==> src/rtl/ajb_pkg.sv <==
// Shared types, constants and helper functions for the audio jitter buffer.
// Used by every module of the block except ajb_ram; depends on nothing.
package ajb_pkg;

    // Ring and batch control constants
    localparam int RING_DEPTH     = 8192;
    localparam int RING_FRAMES    = 48;
    localparam int PREROLL_FRAMES = 3;
    localparam int UNDERRUN_LIMIT = 2;

    localparam int PTR_W  = $clog2(RING_DEPTH);
    localparam int CNT_W  = $clog2(UNDERRUN_LIMIT + 2);
    localparam int FRAME_W = 8;
    localparam int FRAME_MAX = (1 << FRAME_W) - 1;

    localparam int CAP_RAW_W = $clog2(RING_FRAMES * FRAME_MAX + 1);
    localparam int CAP_W     = (CAP_RAW_W > PTR_W) ? CAP_RAW_W : PTR_W;
    localparam int PRE_RAW_W = $clog2(PREROLL_FRAMES * FRAME_MAX + 1);
    localparam int PRE_W     = (PRE_RAW_W > PTR_W) ? PRE_RAW_W : PTR_W;

    // Field widths
    localparam int SAMPLE_W = 16;
    localparam int FILL_W   = 13;
    localparam int FILL_X_W = (PTR_W > FILL_W) ? PTR_W : FILL_W;
    localparam int FILL_MAX = (1 << FILL_W) - 1;
    localparam int VOL_W    = 8;

    // Register reset values
    localparam logic [FRAME_W-1:0] FRAME_RESET  = FRAME_W'(160);
    localparam logic [VOL_W-1:0]   VOLUME_RESET = VOL_W'(100);

    // Gain arithmetic: sample * percent / 100, divide by reciprocal multiply
    localparam int GAIN_MAX  = 200;
    localparam int GAIN_DIV  = 100;
    localparam int DIV_SHIFT = 30;
    localparam int DIV_RECIP = ((1 << DIV_SHIFT) + GAIN_DIV - 1) / GAIN_DIV;
    localparam int PROD_W    = SAMPLE_W + VOL_W + 1;
    localparam int MAG_W     = PROD_W - 1;
    localparam int RECIP_W   = $clog2(DIV_RECIP + 1);
    localparam int QUOT_W    = MAG_W + RECIP_W;
    localparam int Q_W       = SAMPLE_W + 1;

    // Configuration register indexes
    localparam int CFG_IDX_W = 1;
    localparam logic [CFG_IDX_W-1:0] REG_FRAME  = 1'b0;
    localparam logic [CFG_IDX_W-1:0] REG_VOLUME = 1'b1;

    typedef enum logic [1:0] {
        CMD_PUSH  = 2'd0,
        CMD_PULL  = 2'd1,
        CMD_FLUSH = 2'd2,
        CMD_NONE  = 2'd3
    } cmd_code_t;

    // Controller to datapath commands
    typedef struct packed {
        logic accept;
        logic read_stage;
        logic mul_stage;
        logic load_out;
    } ctrl_cmd_t;

    // Datapath to controller status
    typedef struct packed {
        logic is_pull;
    } dp_status_t;

    // Ring capacity in samples for a frame size
    function automatic logic [PTR_W-1:0] ring_cap(input logic [FRAME_W-1:0] frame);
        logic [FRAME_W-1:0] eff;
        logic [CAP_W-1:0]   full;
        eff  = (frame == '0) ? FRAME_W'(1) : frame;
        full = CAP_W'(RING_FRAMES) * CAP_W'(eff);
        if (full > CAP_W'(RING_DEPTH - 1))
            return PTR_W'(RING_DEPTH - 1);
        return PTR_W'(full);
    endfunction

    // Fill level that ends a resync
    function automatic logic [PRE_W-1:0] preroll_level(input logic [FRAME_W-1:0] frame);
        logic [FRAME_W-1:0] eff;
        eff = (frame == '0) ? FRAME_W'(1) : frame;
        return PRE_W'(PREROLL_FRAMES) * PRE_W'(eff);
    endfunction

endpackage

==> src/rtl/ajb_ctrl.sv <==
// Controller of the jitter buffer: transaction acceptance and pull sequencing.
// Depends on ajb_pkg for the command and status structs.
module ajb_ctrl (
    input  logic                clk,
    input  logic                rst_n,
    input  logic                in_valid,
    output logic                in_ready,
    output logic                out_valid,
    input  logic                out_ready,
    input  ajb_pkg::dp_status_t status,
    output ajb_pkg::ctrl_cmd_t  cmd
);

    typedef enum logic [1:0] {
        S_IDLE,
        S_READ,
        S_MUL,
        S_DIV
    } state_t;

    state_t state_reg;
    state_t state_next;
    logic   out_valid_reg;
    logic   out_valid_next;
    logic   slot_free;

    assign slot_free = !out_valid_reg || out_ready;

    // Decode commands from state
    always_comb
    begin
        cmd            = '0;
        state_next     = state_reg;
        out_valid_next = out_valid_reg && !out_ready;
        unique case (state_reg)
            S_IDLE:
            begin
                cmd.accept = in_valid;
                if (in_valid && status.is_pull)
                    state_next = S_READ;
            end
            S_READ:
            begin
                cmd.read_stage = 1'b1;
                state_next     = S_MUL;
            end
            S_MUL:
            begin
                cmd.mul_stage = 1'b1;
                state_next    = S_DIV;
            end
            S_DIV:
            begin
                // hold until the output register is free
                if (slot_free)
                begin
                    cmd.load_out   = 1'b1;
                    out_valid_next = 1'b1;
                    state_next     = S_IDLE;
                end
            end
            default:
            begin
                state_next = S_IDLE;
            end
        endcase
    end

    // State and output valid
    always_ff @(posedge clk or negedge rst_n)
    begin
        if (!rst_n)
        begin
            state_reg     <= S_IDLE;
            out_valid_reg <= 1'b0;
        end
        else
        begin
            state_reg     <= state_next;
            out_valid_reg <= out_valid_next;
        end
    end

    assign in_ready  = (state_reg == S_IDLE);
    assign out_valid = out_valid_reg;

endmodule

==> config.mk <==
export PLATFORM = sky130hd
export DESIGN_NAME = ajb_ctrl
export DESIGN_NICKNAME = d
export VERILOG_FILES = /design/src/rtl/ajb_pkg.sv /design/src/rtl/ajb_ctrl.sv
export SDC_FILE = /design/constraint.sdc
export NUM_CORES = 1
export LEC_CHECK = 0
export ABC_CLOCK_PERIOD_IN_PS = 3580
export BUFFER_PORTS_ARGS = -buffer_cell sky130_fd_sc_hd__buf_2
export CAP_MARGIN = 20
export CELL_PAD_IN_SITES_DETAIL_PLACEMENT = 0
export CELL_PAD_IN_SITES_GLOBAL_PLACEMENT = 1
export CORE_AREA = 2 2 39 41
export DETAILED_ROUTE_END_ITERATION = 12
export DIE_AREA = 0 0 41 43
export GPL_ROUTABILITY_DRIVEN = 0
export PLACE_DENSITY_LB_ADDON = 0.1
export SETUP_SLACK_MARGIN = 0.02
export SLEW_MARGIN = 20
export SYNTH_ARGS = -nofsm -noshare
export SYNTH_HDL_FRONTEND = slang
export SYNTH_SLANG_ARGS = --single-unit
export TNS_END_PERCENT = 5
==> constraint.sdc <==
create_clock -name clk -period 3.58 [get_ports clk]
set_input_delay 0.716 -clock clk [delete_from_list [all_inputs] [get_ports clk]]
set_output_delay 0.716 -clock clk [all_outputs]
set_load 0.02 [all_outputs]
# After elaboration in Yosys (flattened, before gate mapping)
# Cells that the tools add are included.
[word_totals]
in_bits = 5
out_inout_bits = 6
register_bits = 3
wordCells = 24
[op_classes]
muxes = 10
eq_ne = 5
n_reduce_logical = 7
[ops]
columns = ["cell", "count"]
rows = [
  ["case mux 2 bit (4 select lines)", 1],
  ["2-to-1 mux 1 bit", 7],
  ["equality test 2 bit, second input constant", 2],
  ["2-to-1 mux 2 bit", 2],
  ["equality test 2 x 1 -> 1 bit, second input constant", 1],
  ["logical AND 1 bit", 2],
  ["logical NOT 1 bit", 2],
  ["logical NOT 2 bit", 1],
  ["inequality test 2 x 1 -> 1 bit, second input constant", 1],
  ["inequality test 2 bit, second input constant", 1],
  ["AND reduction 2 bit", 1],
  ["logical OR 1 bit", 1],
]

# Longest topological paths before layout
# Gate-level depths: netlist (run 1).
[depth]
ltp_word = 4
mapped_depth = 4
mapped_depth_nobuf = 4

# Worst setup path before layout (run 1)
# OpenSTA, ideal clock, no wires.
[synth_path]
path_type = "input -> output"
from = "in out_ready"
to = "out cmd[0] (netlist name)"
t_arrival_ns = 1.067
required_time_ns = 2.864
stages = 2
setup_slack_ns = 1.797
path_buffers = 0
cell_sequence = "nand2b_1 -> and2_1"
[synth_lines]
columns = ["element", "line_no", "source"]
rows = [
  ["start, declared", "ajb_ctrl.sv:9", "input logic out_ready,"],
  ["end, declared", "ajb_ctrl.sv:11", "output ajb_pkg::ctrl_cmd_t cmd"],
]

==> key figures, run 1 <==
Clock tree
  • CTS tree: built
  • CTS Buffer Depth: 2
  • Root buffer cell: clkbuf_4
  • # H-tree levels: 1
  • Clock sinks: 3
  • Reg clk slew, reported paths: 0.04 ns
  • Cts hold-fix bufs: 0
  • Setup bufs post-CTS: 0
  • Post-CTS sizing: 0
  • CTS Buf Count: 3
  • Clk Latency, worst-skew pair: 0.23 ns

Synth
  • Synth Warn #: 0
  • Synth top area share: 36.6%
  • Mapped Nets: 27
  • Synthesized area per cell: 11.4 sq um
  • Count leader, synth: ha_1
  • Mapped cell area: 205 sq um
  • Main synth FF type: dfrtp_1
  • Top post-synthesis cells by area: dfrtp_1, ha_1, mux2_4
  • Number of enable flip-flop cells after synthesis: 0
  • Synth async-reset ratio: 100%
  • Cell taking the most area after synthesis: dfrtp_1
  • Seq cells post-synth: 3
  • Unique masters post-synth: 10
  • Register area share after synthesis: 36.6%
  • Syn Inst Count: 18
  • Commonest cells post-synth: ha_1, dfrtp_1, and2_1, inv_1, nand2b_1

Finish
  • Post-layout util: 21.8%
  • Nets@finish: 42
  • Non-Filler Instances: 48
  • P&R area growth vs syn: 47.0%
  • Multi-input logic area: 123 sq um
  • Max FFs per register: 2
  • Fraction of layout cells with a size suffix above 1: 50.0%
  • Antenna diodes: 0
  • Register area: 75.1 sq um
  • Filler Cell Count: 162

Critical path
  • Critical setup path kind: in2out
  • Crit path required time: 2.86 ns
  • Endpoint class of the critical path: output pin
  • Max Fanout on Critical Path: 2
  • Arrival time worst endpoint: 1.26 ns
  • Setup crit start kind: primary input
  • Worst Reg2Reg Path Length in Cells: 4
  • Reg2Reg Setup Slack: 2.18 ns
  • FF-to-FF Start: state_reg[0]
  • Crit Reg-Reg Endpoint: state_reg[1]

Power
  • Worst vdd ir: 0.323 mV
  • Post-layout power: 0.295 mW
  • Leakage: 0.172 nW
  • Pwr Density: 980 nW/um^2

Timing
  • Worst slew pin tran: 0.149 ns
  • Setup TNS: 0 ns
  • Slew Limit Fails: 0
  • Worst Skew: 0.00269 ns
  • Final hold vios: 0
  • Setup-failing EPs final: 0
  • Fin crit share: 55.1%
  • Slew HR: 90.1%
  • F_max: 507 MHz
  • RSZ-0062 raised after global routing: false
  • Minimum clock period: 1.97 ns

Global routing
  • Vias in the first global route: 177
  • Initial antenna violation count: 0
  • First-pass GRT wire length: 731 microns
  • Largest net degree at the start of global routing: 5
  • Total gr overflow: 0
  • Tot GR Track Use: 6.84%

Route
  • Aggregate routed wire length: 417 microns
  • Initial DRC Count: 1
  • Via count: 173
  • Routed len/inst: 8.69 microns
  • Vias per cell: 3.60
  • Routed Antenna Nets: 0
  • Pre-antenna DRT Iters: 3
  • Drt drc: 0

Floorplanning
  • Initial Util: 14.8%
  • Die W: 41 microns
  • CORE AREA: 1380 sq um
  • IO Count: 11
  • # rows: 14
  • Die area: 1760 sq um
  • Die Y: 43 microns

Worst hold path
  • Hold crit path type: in2async

Placed design
  • Dpl cells: 44
  • PortBufs: 10

Run
  • MaxCap Viol Count: 0

Outcome
  • Outcome: finished, final reports clean
==> layout by cell type, fill, tap and decap left out <==
cell type,n
o32a_2,1
mux2_4,1
and2_1,2
clkbuf_4,3
and3b_1,1
a21oi_2,1
buf_2,10
inv_1,2
ha_1,4
clkbuf_1,1
nand2_1,1
dfrtp_1,3
nand2b_1,2
==> critical path, cell delays in order <==
cell      delay [ns]
buf_2           0.10
nand2b_1        0.14
and2_1          0.15
buf_2           0.15
==> area by class of cell <==
class	instances	share of cell area, %
inverters	2	2.49
well taps	16	6.64
flip-flops and latches	3	24.9
multi-input cells	13	40.7
repair buffers	10	16.6
clock buffers	4	8.71
==> cells by family (layout without fill, tap and decap cells) <==
| group | after synthesis | count (layout) | share of synthesized area [%] |
|---|---|---|---|
| buf+inv | 2 | 16 | 3.66 |
| simple gates | 6 | 6 | 18.3 |
| fa+ha+maj | 4 | 4 | 24.4 |
| compound gates | 2 | 2 | 9.76 |
| flops | 3 | 3 | 36.6 |
| mux | 1 | 1 | 7.31 |
==> through the flow <==
| stage | worst slack (ns) | hold WS, ns | area [sq um] |
|---|---|---|---|
| after floorplan | 1.80 | 0.420 | 205 |
| after global placement | 1.62 | 0.510 | 275 |
| after global routing | 1.53 | 0.261 | 302 |
| final | 1.61 | 0.272 | 302 |
| after detailed placement | 1.60 | 0.516 | 275 |
| after CTS | 1.60 | 0.261 | 302 |
==> worst max path at each step <==
stage	from	cells after the start	slack (ns)	endpoint
3_3_place_gp	out_ready	4	1.62	cmd[0]
5_1_grt	state_reg[0]	4	1.53	cmd[3]
6_report	out_ready	4	1.61	cmd[0]
3_5_place_dp	out_ready	4	1.60	cmd[0]
2_1_floorplan	out_ready	2	1.80	cmd[0]
4_1_cts	state_reg[0]	4	1.60	cmd[3]
==> power by group <==
group	switching (mW)	leakage, nW	internal, mW
logic	0.0901	0.121	0.0776
registers	0.0164	0.0361	0.0524
clock network	0.0171	0.0150	0.0418
==> per-layer routing <==
metal  GRT usage, %  vias up  wire, microns
li1               -       87              -
met2           7.50        6            214
met4           10.0        0              0
met3           1.57        0             33
met1           8.41       80            169
met5              0        -              0
Power figures use the tool's default switching activity.
==> inputs of run 2 (changes only) <==
ABC_CLOCK_PERIOD_IN_PS = 1900   (was 3580)
clock period = 1.9 ns   (was 3.58 ns; I/O delays follow)
==> run 2 against run 1 <==
  * Sequential power grew 90%
  * Final cell count up 2.1%
  * Critical path type is now reg2out
  * Final area increased by 3.3%
  * Via count up 4.0%
  * Register-to-register slack worse by 1.7 ns
  * Worst hold slack improved by 0.16 ns
  * Highest routed layer unchanged
  * Critical endpoint is now cmd[3]
==> key figures, run 2 (synthesis gave the netlist of run 1 again) <==
Finish
  • Fraction of layout cells with a size suffix above 1: 48.5% (was 50.0%)
  • Nets@finish: 43 (was 42)
  • Antenna diodes: 0 (unchanged)
  • Final instance area: 312 sq um (was 302 sq um)
  • Register area: 75.1 sq um (unchanged)
  • Commonest non-fill, non-tap cell in the layout: buf_2 (unchanged)
  • Non-Filler Instances: 49 (was 48)
  • Commonest non-fill, non-tap cells in the layout: buf_2, ha_1, clkbuf_4, dfrtp_1 (unchanged)
  • Multi-input logic area: 123 sq um (unchanged)
  • Filler Cell Count: 149 (was 162)
  • Max FFs per register: 2 (unchanged)
  • P&R area growth vs syn: 51.8% (was 47.0%)

Global routing
  • Tot GR Track Use: 6.64% (was 6.84%)
  • Initial antenna violation count: 0 (unchanged)
  • Total gr overflow: 0 (unchanged)
  • Vias in the first global route: 192 (was 177)
  • First-pass GRT wire length: 759 microns (was 731 microns)
  • Largest net degree at the start of global routing: 5 (unchanged)

Floorplanning
  • Die Y: 43 microns (unchanged)
  • Die area: 1760 sq um (unchanged)
  • Initial Util: 14.8% (unchanged)
  • # rows: 14 (unchanged)
  • CORE AREA: 1380 sq um (unchanged)
  • Die W: 41 microns (unchanged)
  • IO Count: 11 (unchanged)

Clock tree
  • Clk Latency, worst-skew pair: 0.23 ns (about the same)
  • CTS tree: built (unchanged)
  • # H-tree levels: 1 (unchanged)
  • Reg clk slew, reported paths: 0.04 ns (about the same)
  • Setup bufs post-CTS: 0 (unchanged)
  • CTS Buf Count: 3 (unchanged)
  • CTS Buffer Depth: 2 (unchanged)
  • Clock sinks: 3 (unchanged)
  • Root buffer cell: clkbuf_4 (unchanged)

Critical path
  • Endpoint class of the critical path: output pin (unchanged)
  • Worst Reg2Reg Path Length in Cells: 4 (unchanged)
  • Max Fanout on Critical Path: 4 (was 2)
  • Critical setup path kind: reg2out (was in2out)
  • FF-to-FF Start: state_reg[0] (unchanged)
  • Setup crit start kind: flop (was primary input)
  • Reg2Reg Setup Slack: 0.49 ns (was 2.18 ns)
  • Arrival time worst endpoint: 1.24 ns (was 1.26 ns)
  • Crit path required time: 1.52 ns (was 2.86 ns)
  • Crit Reg-Reg Endpoint: state_reg[1] (unchanged)

Worst hold path
  • Launch point of the worst hold path: out_ready
  • End of the worst hold path: out_valid
  • Hold crit path type: in2reg (was in2async)
  • Hold Path Depth: 3

Timing
  • Worst Skew: 0.00206 ns (was 0.00269 ns)
  • Final WS setup: 0.275 ns (was 1.61 ns)
  • Worst slew pin tran: 0.167 ns (was 0.149 ns)
  • Final hold vios: 0 (unchanged)
  • Setup-failing EPs final: 0 (unchanged)
  • Fin crit share: 85.5%
  • RSZ-0062 raised after global routing: false (unchanged)
  • Minimum clock period: 1.62 ns
  • Worst hold margin: 0.436 ns (was 0.272 ns)
  • Setup TNS: 0 ns (unchanged)
  • Slew HR: 88.9% (was 90.1%)
  • Slew Limit Fails: 0 (unchanged)
  • F_max: 615 MHz

Power
  • Worst vdd ir: 0.396 mV (was 0.323 mV)
  • Pwr Density: 1800 nW/um^2 (was 980 nW/um^2)
  • Leakage: 0.176 nW (was 0.172 nW)

Placed design
  • Dpl cells: 44 (unchanged)
  • Pre-CTS WS: 0.495 ns (was 1.60 ns)
  • Post-DP HPWL: 361 microns
  • PortBufs: 10 (unchanged)
  • Dpl cell area: 275 sq um (unchanged)

Route
  • Pre-antenna DRT Iters: 1 (was 3)
  • Via count: 180 (was 173)
  • Routed len/inst: 9.12 microns (was 8.69 microns)
  • Vias per cell: 3.67 (was 3.60)
  • Initial DRC Count: 0 (was 1)
  • Drt drc: 0 (unchanged)
  • Aggregate routed wire length: 447 microns (was 417 microns)
  • Routed Antenna Nets: 0 (unchanged)

Run
  • MaxCap Viol Count: 0 (unchanged)

Outcome
  • Outcome: finished, final reports clean (unchanged)
run 2: changes by cell type in the layout (fill, tap and decap cells not counted), sizes merged:
cell and delta:
dlygate4sd3 +1
run 2: worst max-delay path, cell delays in order, from the launching register on:
cell and delay (ns):
dfrtp_1 0.41, inv_1 0.09, ha_1 0.22, and2_1 0.14, buf_2 0.15
run 2: power breakdown:
group / total [mW] / leakage, nW / switching (mW) / internal, mW
Sequential: 0.131 / 0.0361 / 0.0320 / 0.0989
Combinational: 0.321 / 0.125 / 0.174 / 0.147
Clock: 0.109 / 0.0150 / 0.0306 / 0.0785
Total: 0.561 / 0.176 / 0.237 / 0.324
run 2: repair_timing:
| action | CTS | global route |
|---|---|---|
| hold endpoints to repair | 3 | 0 |
| hold buffers | 1 | 0 |
| resized for setup | 0 | 0 |
run 2: worst max path at each step:
stage                      start      endpoint  slack (ns)  cells after the start
finish              state_reg[1]        cmd[3]        0.28                      4
detailed placement  state_reg[0]  state_reg[1]        0.50                      4
global route        state_reg[1]        cmd[3]        0.17                      4
floorplan           state_reg[0]        cmd[3]        0.46                      3
CTS                 state_reg[1]        cmd[3]        0.25                      4
global placement    state_reg[1]        cmd[3]        0.47                      4
run 2: stage by stage:
step           power, mW  utilization [%]
2_1_floorplan      0.371                -
3_3_place_gp       0.465             19.9
3_5_place_dp       0.457             19.9
4_1_cts            0.576             22.5
5_1_grt            0.613             22.5
6_report           0.561             22.5
run 2: metal layers:
metal	track usage (%)	routed length (microns)	up-vias
li1	-	-	90
met1	8.41	206	82
met2	8.75	216	8
met3	1.57	23	0
met4	6.00	0	0
met5	0	0	-
run 2: area by class of cell:
class	instances	area share [%]
Multi-Input combinational cell	13	39.4
Sequential cell	3	24.1
Timing Repair Buffer	11	19.3
Clock buffer	4	8.43
Tap cell	16	6.43
Inverter	2	2.41
